$ cat config.mk
export PLATFORM = sky130hd
export DESIGN_NAME = singleton_least_loaded_assign
export DESIGN_NICKNAME = d
export VERILOG_FILES = /design/src/slla_pkg.sv /design/src/slla_cfg_regs.sv /design/src/slla_tot_mem.sv /design/src/slla_min_scan.sv /design/src/singleton_least_loaded_assign.sv
export SDC_FILE = /design/constraint.sdc
export NUM_CORES = 2
export LEC_CHECK = 0
export BUFFER_PORTS_ARGS = -buffer_cell sky130_fd_sc_hd__buf_2
export CORE_AREA = 5 5 447 449
export DETAILED_ROUTE_END_ITERATION = 10
export DIE_AREA = 0 0 452 454
export GPL_ROUTABILITY_DRIVEN = 1
export PLACE_DENSITY = 0.61
export SLEW_MARGIN = 20
export SYNTH_ARGS = -nofsm -noshare
export SYNTH_HDL_FRONTEND = slang
export SYNTH_SLANG_ARGS = --single-unit
export TNS_END_PERCENT = 50
$ cat constraint.sdc
create_clock -name clk -period 8.04 [get_ports clk]
set_input_delay 1.608 -clock clk [delete_from_list [all_inputs] [get_ports clk]]
set_output_delay 1.608 -clock clk [all_outputs]
set_load 0.05 [all_outputs]
$ cat src/slla_pkg.sv
// Shared types, codes and saturating arithmetic for the least-loaded assign block.
// No dependencies.
package slla_pkg;

	localparam int ACT_W    = 2;
	localparam int WEIGHT_W = 16;
	localparam int BLK_W    = 6;
	localparam int LOAD_W   = 32;
	localparam int CFG_W    = 7;
	localparam int APB_DW   = 32;
	localparam int APB_AW   = 2;

	typedef logic [ACT_W-1:0]    action_t;
	typedef logic [WEIGHT_W-1:0] weight_t;
	typedef logic [BLK_W-1:0]    blk_t;
	typedef logic [LOAD_W-1:0]   load_t;
	typedef logic [CFG_W-1:0]    cfg_t;

	// request action codes
	localparam action_t ACT_CLEAR = 2'd0;
	localparam action_t ACT_ACCUM = 2'd1;
	localparam action_t ACT_PLACE = 2'd2;

	// register word indexes
	localparam int REG_ACTIVE_BLOCKS = 0;

	localparam cfg_t ACTIVE_RESET = 7'd2;

	function automatic load_t sat_add(input load_t a, input weight_t b);
		logic [LOAD_W:0] s;
		s = {1'b0, a} + {{(LOAD_W+1-WEIGHT_W){1'b0}}, b};
		return s[LOAD_W] ? {LOAD_W{1'b1}} : s[LOAD_W-1:0];
	endfunction

	function automatic load_t floor_sub(input load_t a, input weight_t b);
		load_t bx;
		bx = {{(LOAD_W-WEIGHT_W){1'b0}}, b};
		return (a < bx) ? '0 : a - bx;
	endfunction

endpackage

$ cat src/slla_cfg_regs.sv
// APB register file: holds the active block count.
// Depends on slla_pkg.
module slla_cfg_regs import slla_pkg::*; (
	input  logic              clk,
	input  logic              arst_n,
	input  logic              psel,
	input  logic              penable,
	input  logic              pwrite,
	input  logic [APB_AW-1:0] paddr,
	input  logic [APB_DW-1:0] pwdata,
	output logic [APB_DW-1:0] prdata,
	output logic              pready,
	output cfg_t              active_blocks
);

	cfg_t active_q;
	logic wr_hit;

	// one word register at its byte address
	assign wr_hit = psel && penable && pwrite
		&& (paddr == APB_AW'(REG_ACTIVE_BLOCKS * 4));

	always_ff @(posedge clk or negedge arst_n) begin
		if (!arst_n) begin
			active_q <= ACTIVE_RESET;
		end else if (wr_hit) begin
			active_q <= pwdata[CFG_W-1:0];
		end
	end

	assign prdata        = {{(APB_DW-CFG_W){1'b0}}, active_q};
	assign pready        = 1'b1;
	assign active_blocks = active_q;

endmodule

$ cat src/slla_tot_mem.sv
// Block totals memory: one write port, one read port, registered read data.
// Depends on slla_pkg.
module slla_tot_mem import slla_pkg::*; #(
	parameter int DEPTH = 64,
	parameter int AW    = 6
) (
	input  logic          clk,
	input  logic          we,
	input  logic [AW-1:0] waddr,
	input  load_t         wdata,
	input  logic [AW-1:0] raddr,
	output load_t         rdata
);

	load_t mem [DEPTH];
	load_t rdata_q;

	always_ff @(posedge clk) begin
		if (we) begin
			mem[waddr] <= wdata;
		end
	end

	always_ff @(posedge clk) begin
		rdata_q <= mem[raddr];
	end

	assign rdata = rdata_q;

endmodule

$ cat src/slla_min_scan.sv
// Running minimum over totals streamed from memory; lowest index wins ties.
// Depends on slla_pkg.
module slla_min_scan import slla_pkg::*; #(
	parameter int AW = 6
) (
	input  logic          clk,
	input  logic          arst_n,
	input  logic          issue,     // read issued this cycle
	input  logic [AW-1:0] issue_idx,
	input  load_t         rd_load,   // read data, arriving the cycle after issue
	output logic [AW-1:0] best_idx,
	output load_t         best_load
);

	logic          vld_s1;
	logic [AW-1:0] idx_s1;
	logic [AW-1:0] best_idx_q;
	load_t         best_load_q;

	always_ff @(posedge clk or negedge arst_n) begin
		if (!arst_n) begin
			vld_s1 <= 1'b0;
		end else begin
			vld_s1 <= issue;
		end
	end

	always_ff @(posedge clk) begin
		idx_s1 <= issue_idx;
		// entry 0 seeds the search
		if (vld_s1 && (idx_s1 == '0 || rd_load < best_load_q)) begin
			best_idx_q  <= idx_s1;
			best_load_q <= rd_load;
		end
	end

	assign best_idx  = best_idx_q;
	assign best_load = best_load_q;

endmodule

$ cat src/singleton_least_loaded_assign.sv
// Least-loaded placement of isolated nodes: top level with request sequencer.
// Depends on slla_pkg, slla_cfg_regs, slla_tot_mem, slla_min_scan.
//
// One request at a time: a request is taken when start is high and busy is low.
// A clear request sweeps the totals memory to zero, one entry per cycle; the
// same sweep runs straight after reset, so no request is taken until it ends
// (register writes are taken throughout). An accumulate request is a
// read-modify-write of one total (none if the block lies outside the
// memory). A place request streams the active totals out of the memory, one
// per cycle, through a running minimum (lowest index on ties), then does two
// read-modify-writes: take the weight off the old block (floored at zero, and
// skipped if that block lies outside the memory), then add it to the chosen
// block (saturated). The number of blocks searched is active_blocks, 0 read
// as 1, capped at MAX_BLOCKS. The result appears on chosen_block/chosen_load
// for exactly one cycle with done high, in the same cycle that busy falls;
// there is no back-pressure, so the receiver must take it then. Clear,
// accumulate and action code 3 give no result. active_blocks must only be
// written while idle.
module singleton_least_loaded_assign import slla_pkg::*; #(
	parameter int MAX_BLOCKS = 64
) (
	input  logic              clk,
	input  logic              arst_n,
	// request channel
	input  logic              start,
	output logic              busy,
	input  action_t           action,
	input  weight_t           node_weight,
	input  blk_t              current_block,
	// result channel
	output logic              done,
	output blk_t              chosen_block,
	output load_t             chosen_load,
	// configuration
	input  logic              psel,
	input  logic              penable,
	input  logic              pwrite,
	input  logic [APB_AW-1:0] paddr,
	input  logic [APB_DW-1:0] pwdata,
	output logic [APB_DW-1:0] prdata,
	output logic              pready
);

	localparam int AW = (MAX_BLOCKS > 1) ? $clog2(MAX_BLOCKS) : 1;
	// compare width wide enough for both the register and the block count
	localparam int CW = (AW + 1 > CFG_W) ? AW + 1 : CFG_W;
	localparam logic [CW-1:0] MAXB = CW'(MAX_BLOCKS);
	localparam logic [AW-1:0] LAST_ADDR = AW'(MAX_BLOCKS - 1);

	localparam logic [3:0] ST_IDLE   = 4'd0;
	localparam logic [3:0] ST_CLR    = 4'd1;
	localparam logic [3:0] ST_SCAN   = 4'd2;
	localparam logic [3:0] ST_SUB_RD = 4'd3;
	localparam logic [3:0] ST_SUB_WR = 4'd4;
	localparam logic [3:0] ST_ADD_RD = 4'd5;
	localparam logic [3:0] ST_ADD_WR = 4'd6;
	localparam logic [3:0] ST_ACC_RD = 4'd7;
	localparam logic [3:0] ST_ACC_WR = 4'd8;

	logic [3:0]    state_q;
	logic [AW-1:0] ptr_q;       // sweep / scan address
	logic [AW-1:0] last_q;      // last block searched
	logic [AW-1:0] blk_q;
	logic          blk_ok_q;    // request block lies inside the memory
	weight_t       weight_q;
	logic          done_q;
	blk_t          chosen_block_q;
	load_t         chosen_load_q;

	cfg_t          active_blocks;
	logic          accept;
	logic          blk_ok;
	logic [CW-1:0] act_ext;
	logic [AW-1:0] last_d;

	logic          mem_we;
	logic [AW-1:0] mem_waddr;
	load_t         mem_wdata;
	logic [AW-1:0] mem_raddr;
	load_t         mem_rdata;

	logic          scan_issue;
	logic [AW-1:0] best_idx;
	load_t         best_load;

	slla_cfg_regs u_cfg (
		.clk           (clk),
		.arst_n        (arst_n),
		.psel          (psel),
		.penable       (penable),
		.pwrite        (pwrite),
		.paddr         (paddr),
		.pwdata        (pwdata),
		.prdata        (prdata),
		.pready        (pready),
		.active_blocks (active_blocks)
	);

	slla_tot_mem #(
		.DEPTH (MAX_BLOCKS),
		.AW    (AW)
	) u_mem (
		.clk   (clk),
		.we    (mem_we),
		.waddr (mem_waddr),
		.wdata (mem_wdata),
		.raddr (mem_raddr),
		.rdata (mem_rdata)
	);

	slla_min_scan #(
		.AW (AW)
	) u_scan (
		.clk       (clk),
		.arst_n    (arst_n),
		.issue     (scan_issue),
		.issue_idx (ptr_q),
		.rd_load   (mem_rdata),
		.best_idx  (best_idx),
		.best_load (best_load)
	);

	assign busy   = (state_q != ST_IDLE);
	assign accept = start && !busy;
	assign blk_ok = ({{(CW-BLK_W){1'b0}}, current_block} < MAXB);

	// search bound: zero reads as one block, capped at the memory depth
	assign act_ext = {{(CW-CFG_W){1'b0}}, active_blocks};
	always_comb begin
		if (act_ext == '0) begin
			last_d = '0;
		end else if (act_ext > MAXB) begin
			last_d = LAST_ADDR;
		end else begin
			last_d = AW'(act_ext - CW'(1));
		end
	end

	assign scan_issue = (state_q == ST_SCAN);

	// memory port steering
	always_comb begin
		mem_we    = 1'b0;
		mem_waddr = blk_q;
		mem_wdata = '0;
		mem_raddr = blk_q;
		case (state_q)
			ST_CLR: begin
				mem_we    = 1'b1;
				mem_waddr = ptr_q;
			end
			ST_SCAN: begin
				mem_raddr = ptr_q;
			end
			ST_SUB_WR: begin
				mem_we    = blk_ok_q;
				mem_wdata = floor_sub(mem_rdata, weight_q);
			end
			ST_ADD_RD: begin
				mem_raddr = best_idx;
			end
			ST_ADD_WR: begin
				mem_we    = 1'b1;
				mem_waddr = best_idx;
				mem_wdata = sat_add(mem_rdata, weight_q);
			end
			ST_ACC_WR: begin
				mem_we    = 1'b1;
				mem_wdata = sat_add(mem_rdata, weight_q);
			end
			default: begin
			end
		endcase
	end

	// sequencer; after reset the totals are swept to zero
	always_ff @(posedge clk or negedge arst_n) begin
		if (!arst_n) begin
			state_q <= ST_CLR;
			ptr_q   <= '0;
			done_q  <= 1'b0;
		end else begin
			done_q <= 1'b0;
			case (state_q)
				ST_IDLE: begin
					ptr_q <= '0;
					if (accept) begin
						case (action)
							ACT_CLEAR: state_q <= ST_CLR;
							ACT_ACCUM: state_q <= blk_ok ? ST_ACC_RD : ST_IDLE;
							ACT_PLACE: state_q <= ST_SCAN;
							default:   state_q <= ST_IDLE;
						endcase
					end
				end
				ST_CLR: begin
					ptr_q <= ptr_q + AW'(1);
					if (ptr_q == LAST_ADDR) begin
						state_q <= ST_IDLE;
					end
				end
				ST_SCAN: begin
					ptr_q <= ptr_q + AW'(1);
					if (ptr_q == last_q) begin
						state_q <= ST_SUB_RD;
					end
				end
				// last compare of the scan lands alongside the old-block read
				ST_SUB_RD: state_q <= ST_SUB_WR;
				ST_SUB_WR: state_q <= ST_ADD_RD;
				ST_ADD_RD: state_q <= ST_ADD_WR;
				ST_ADD_WR: begin
					state_q <= ST_IDLE;
					done_q  <= 1'b1;
				end
				ST_ACC_RD: state_q <= ST_ACC_WR;
				ST_ACC_WR: state_q <= ST_IDLE;
				default:   state_q <= ST_IDLE;
			endcase
		end
	end

	// request fields and result payload
	always_ff @(posedge clk) begin
		if (accept) begin
			weight_q <= node_weight;
			blk_q    <= AW'(current_block);
			blk_ok_q <= blk_ok;
			last_q   <= last_d;
		end
		if (state_q == ST_ADD_WR) begin
			chosen_block_q <= BLK_W'(best_idx);
			chosen_load_q  <= best_load;
		end
	end

	assign done         = done_q;
	assign chosen_block = chosen_block_q;
	assign chosen_load  = chosen_load_q;

endmodule
# Word level (Yosys, flattened, before mapping)
# Memory sizes are Yosys's and may differ from the RTL's. A register that Yosys moved wholly into a read port is not among the register bits.
# Index checks and enable logic that the tools add are counted.
[word_totals]
regBits = 129
ramBits = 2048
input_bits = 64
out_inout_bits = 73
wordCells = 70
memories = 1
[mem_list]
columns = ["name", "depth", "width", "rd", "rd_clocked_by_memory_dff", "wr", "line", "rtl"]
rows = [
  ["u_mem.mem", 64, 32, 1, 1, 1, "slla_tot_mem.sv:15", "load_t mem [DEPTH];"],
]
[classes]
add_sub_neg = 4
n_lt_le_gt_ge = 3
n_eq_ne = 15
n_mux = 16
n_reduce_logical = 18
[op_table]
columns = ["operator", "n"]
rows = [
  ["32-bit 2-to-1 mux", 2],
  ["32-bit one-hot mux with 2 select lines", 1],
  ["6-bit one-hot mux with 2 select lines", 3],
  ["32-bit by 16-bit adder with 33-bit output", 1],
  ["32-bit by 16-bit < comparator with 1-bit output", 1],
  ["32-bit < comparator", 1],
  ["32-bit by 16-bit subtractor with 32-bit output", 1],
  ["4-bit one-hot mux with 7 select lines", 1],
  ["4-bit by 3-bit == test with 1-bit output, second input constant", 4],
  ["4-bit 2-to-1 mux", 3],
  ["3-bit one-hot mux with 3 select lines", 1],
  ["4-bit by 2-bit == test with 1-bit output, second input constant", 2],
  ["7-bit > comparator, second input constant", 1],
  ["7-bit logical NOT", 1],
  ["6-bit by 1-bit adder with 6-bit output, second input constant", 1],
  ["6-bit == test", 1],
  ["6-bit == test, second input constant", 1],
  ["6-bit logical NOT", 1],
  ["6-bit 2-to-1 mux", 1],
  ["2-bit inequality test, second input constant", 3],
  ["6-bit by 1-bit subtractor with 6-bit output, second input constant", 1],
  ["1-bit logical AND", 5],
  ["4-bit by 1-bit == test with 1-bit output, second input constant", 1],
  ["4-bit == test, second input constant", 1],
  ["other kinds (12)", 17],
]

# Longest topological paths before layout
[depth]
word_depth = 5
depth_mapped = 14
depth_no_buf = 12

# Cells and area by module
# Synthesis repeated with hierarchy kept, for this count alone.
[hier_totals]
hier_cells = 4204
hier_area_um2 = 87107.3
[by_module_without_submodules]
columns = ["module", "instances", "cells_each", "area_each_um2", "seq_area_each_um2"]
rows = [
  ["slla_tot_mem", 1, 3324, 78515.3, 62139.6],
  ["singleton_least_loaded_assign", 1, 670, 5965.7, 2258.4],
  ["slla_min_scan", 1, 159, 2088.3, 1286.2],
  ["slla_cfg_regs", 1, 51, 538.0, 176.4],
]

# Worst setup path before layout
# OpenSTA, ideal clock, no wires.
[synth_timing]
kind = "flip-flop to flip-flop"
startpoint = "register weight_q[0]"
endpoint = "memory u_mem.mem[0][21] (netlist name), data pin"
setup_ns = 0.702
arrival_time_ns = 5.228
required_time_ns = 7.338
slack_ns = 2.110
path_stages_with_launch = 13
n_path_buf = 1
synth_period_minus_slack_ns = 5.930
cell_sequence = "edfxtp_1 -> ha_1 -> fa_1 -> nor2b_1 -> o21ai_0 -> a21boi_0 -> o21ai_0 -> a21oi_1 -> o31a_1 -> clkbuf_1 -> o21ai_0 -> o211a_1 -> o21ai_0"
[synth_via]
elab_chain_len = 3
elab_cells_between_ends = 6
cone_classes = "2 x add/sub; 1 x order compare; 3 x mux"
[synth_lines]
columns = ["element", "line", "rtl"]
rows = [
  ["from (decl)", "singleton_least_loaded_assign.sv:65", "weight_t weight_q;"],
  ["from (signal assigned)", "singleton_least_loaded_assign.sv:226", "weight_q <= node_weight;"],
  ["32-bit by 16-bit adder with 33-bit output (tied with other cells)", "slla_pkg.sv:31", "s = {1'b0, a} + {{(LOAD_W+1-WEIGHT_W){1'b0}}, b};"],
  ["32-bit 2-to-1 mux (on tied branches)", "slla_pkg.sv:32, slla_pkg.sv:38", ""],
  ["32-bit one-hot mux with 2 select lines *", "singleton_least_loaded_assign.sv:147", "case (state_q)"],
  ["via mem_wdata[21]", "singleton_least_loaded_assign.sv:78", "load_t mem_wdata;"],
  ["to (decl)", "slla_tot_mem.sv:15", ""],
]
# Mark *: on every way through the listed nets, which the timed path passes. The rest lies on a longest branch.

# Final worst setup path
[layout_timing]
startpoint = "register weight_q[0]"
endpoint = "memory u_mem.mem[14][22] (netlist name), data pin"
# The elaborated chain is that of the path after synthesis.

==> results.sh <==
export IMPL_antenna_found_initial=11
export IMPL_synth_area_leaders="edfxtp_1 (74%), mux2i_1 (5.8%), nand2_1 (4.8%), a32oi_1 (4.0%), ha_1 (0.99%)"
export IMPL_synth_top_area_cell="edfxtp_1"
export IMPL_drtIter0Drc=6758
export IMPL_synth_commonest_cells="edfxtp_1 (2,152), nand2_1 (1,117), mux2i_1 (505)"
export IMPL_min_period_ns=5.54
export IMPL_start_util=0.446
export IMPL_worstMarginPinSlew_ns=1.25
export IMPL_p_leak_uw=0.0344
export IMPL_cts_root_buf="clkbuf_16"
export IMPL_drv_slew=0
export IMPL_htree_num_levels=4
export IMPL_setup_tns_final_ns=0
export IMPL_reg2reg_to="u_mem.mem[14][22]$_DFFE_PP_"
export IMPL_hp_class="reg -> reg"
export IMPL_grt_pass1_vias=49500
export IMPL_synth_avg_cell_area_sq_um=15.3
export IMPL_critPathMostFrequentCell="o21ai_0"
export IMPL_grt_pass1_wl_microns=356000
export IMPL_die_area_sq_um=205000
export IMPL_finalHoldViolCount=0
export IMPL_synth_top_area_frac=0.740
export IMPL_layout_worst_path_cycle_share=0.690
export IMPL_clock_skew_final_ns=0.0541
export IMPL_die_x_microns=452
export IMPL_synth_seq_area_share=0.754
export IMPL_clk_pin_slew_ns=0.06
export IMPL_r2r_start="weight_q[0]$_DFFE_PP_"
export IMPL_ff2ff_path_depth=12
export IMPL_crit_path_start_kind="flip-flop"
export IMPL_status="complete, no violations"
export IMPL_ys_types=81
export IMPL_cp_cell_sequence="ha_1, fa_1, nor2b_1, o21ai_0, a21boi_0, o21ai_0, a21oi_1, o31a_1, and3_1, nor3_1, a31oi_4, buf_4"
export IMPL_port_buffers=85
export IMPL_synth_most_common_cell="edfxtp_1"
export IMPL_criticalPathCategory="reg -> reg"
export IMPL_fin_nets=5977
export IMPL_viasPerCell=6.11
export IMPL_endpoint="u_mem.mem[14][22]$_DFFE_PP_"
export IMPL_std_cell_rows=163
export IMPL_cts_resized=0
export IMPL_clock_latency_ns=0.87
export IMPL_cts_buffers=212
export IMPL_synthCells=5696
export IMPL_grt_max_degree=150
export IMPL_cpMaxStageDelayCell="o31a_1"
export IMPL_synth_edf_count=2152
export IMPL_rsz0062_at_grt="false"
export IMPL_async_flop_share=0.00860
export IMPL_crit_start="weight_q[0]$_DFFE_PP_"
export IMPL_detail_route_first_pass_iterations=8
export IMPL_cts_tree="yes"
export IMPL_cp_required_ns=8.62
export IMPL_clk_path_buf_depth=3
export IMPL_ctsHoldBuffers=0
export IMPL_final_layout_size_suffix_gt1_frac=0.120
export IMPL_route_vias_total=52500
export IMPL_critical_path_max_stage_delay_ns=0.88
export IMPL_track_usage=0.240
export IMPL_dp_final_hpwl_microns=134000
export IMPL_cts_setup_buffers=0
export IMPL_post_route_drc_count=0
export IMPL_worstPathMaxFanout=36
export IMPL_synth_seq_cells=2209
export IMPL_cap_violations=0
export IMPL_powerDensity_nw_per_um2=391
export IMPL_synthesis_area_sq_um=87400
export IMPL_fmax_ghz=0.180
export IMPL_reg2reg_slack_ns=2.50
export IMPL_area_growth_pct=13.1
export IMPL_wl_per_cell_microns=29.4
export IMPL_peakVddDrop_mv=0.378
export IMPL_slew_headroom=0.169
export IMPL_ant_nets=0
export IMPL_wirelength_microns=252000
export IMPL_synthFlopType="edfxtp_1"
export IMPL_place_inst=8184
export IMPL_hold_slack_ns=0.415
export IMPL_arrival_ns=6.13
export IMPL_yosysWarningCount=0
export IMPL_gp_congestion=0.836
export IMPL_stdcell_count=8585
export IMPL_setup_violations=0
export IMPL_core_sq_um=196000
export IMPL_cts_sinks=2209
export IMPL_critPathCaptureType="flip-flop"
export IMPL_die_h_microns=454
export IMPL_grt_overflow_total=0
export IMPL_ios=137
-- critical path: cells and delay by family, from the launching register on --
| kind | cells | cell delay [ns] |
|---|---|---|
| AO/OA/AOI/OAI | 6 | 3.09 |
| adder cells (fa/ha/maj) | 2 | 0.67 |
| buffers and inverters | 1 | 0.53 |
| AND/OR/NAND/NOR | 3 | 0.45 |
| flip-flops | 1 | 0.43 |
-- state kept, by name, indices dropped and copies added, names as in the netlist --
| signal | cells |
|---|---|
| u_mem.mem | 2048 |
| chosen_load | 32 |
| u_mem.rdata | 32 |
| u_scan.best_load | 32 |
| weight_q | 16 |
| u_cfg.active_blocks | 7 |
| blk_q | 6 |
| chosen_block | 6 |
| last_q | 6 |
| ptr_q | 6 |
| u_scan.best_idx | 6 |
| u_scan.idx_s1 | 6 |
| state_q | 4 |
| done | 1 |
| u_scan.vld_s1 | 1 |
-- per-layer routing --
metal,GRT usage,up-vias,part of all wire
li1,-,22400,-
met5,0,-,0
met2,0.364,2823,0.45
met1,0.343,26800,0.41
met3,0.0464,410,0.098
met4,0.0970,0,0.043
-- report_power, final --
group	switching [uW]	internal [uW]	total [uW]
registers	481	15000	15500
clock network	4270	5810	10100
logic	9670	3380	13000
-- worst min path at each step --
stage,cells after the start,endpoint,startpoint
floorplan,0,u_scan.idx_s1[2]$_DFF_P_,ptr_q[2]$_DFFE_PN0P_
global placement,0,u_scan.best_idx[0]$_DFFE_PP_,u_scan.idx_s1[0]$_DFF_P_
detailed placement,0,u_scan.best_idx[0]$_DFFE_PP_,u_scan.idx_s1[0]$_DFF_P_
CTS,0,u_scan.best_idx[3]$_DFFE_PP_,u_scan.idx_s1[3]$_DFF_P_
global route,0,u_scan.best_idx[3]$_DFFE_PP_,u_scan.idx_s1[3]$_DFF_P_
finish,0,u_scan.best_idx[3]$_DFFE_PP_,u_scan.idx_s1[3]$_DFF_P_
-- per-stage QoR --
step / instance area (sq um) / util / power, uW / worst slack [ns]
2_1_floorplan: 87500 / - / 23300 / 2.11
3_3_place_gp: 91700 / 0.468 / 28300 / 2.67
3_5_place_dp: 91700 / 0.468 / 28600 / 2.63
4_1_cts: 98800 / 0.504 / 38600 / 2.56
5_1_grt: 98800 / 0.505 / 40000 / 2.29
6_report: 98800 / 0.505 / 38600 / 2.50
-- area by class of cell --
cell class                      count  area, sq um
Fill cell                       16000        97000
Sequential cell                  2209        65900
Multi-Input combinational cell   3079        20500
Clock buffer                      280         5790
Tap cell                         2557         3200
Timing Repair Buffer              264         1890
Clock inverter                    105         1240
Inverter                           76          285
Antenna cell                       15         37.5
-- cells in the final DEF (no fill, tap or decap), drive strengths merged, types with 30 or more instances in the layout --
master and n:
or3 32, a221oi 38, nand3 96, buf 264, inv 88, nor2 134
clkbuf 280, ha 69, o22ai 61, mux2i 505, nor3 30, a32oi 403
nand4 127, nand2 1117, o21ai 87, a21oi 97, dfxtp 38, edfxtp 2152
clkinv 63
-- kinds of logic (layout without fill, tap and decap cells) --
| family | count (synthesis) | in the layout | synth area share |
|---|---|---|---|
| simple gates | 1626 | 1626 | 0.0796 |
| buf+inv | 432 | 725 | 0.0234 |
| compound gates | 822 | 822 | 0.0717 |
| other cells | 2 | 41 | 0.0000860 |
| flops | 2209 | 2209 | 0.754 |
| mux | 517 | 517 | 0.0594 |
| xor+xnor | 17 | 17 | 0.00170 |
| fa+ha+maj | 71 | 71 | 0.0103 |
(Power assumes the default switching activity.)
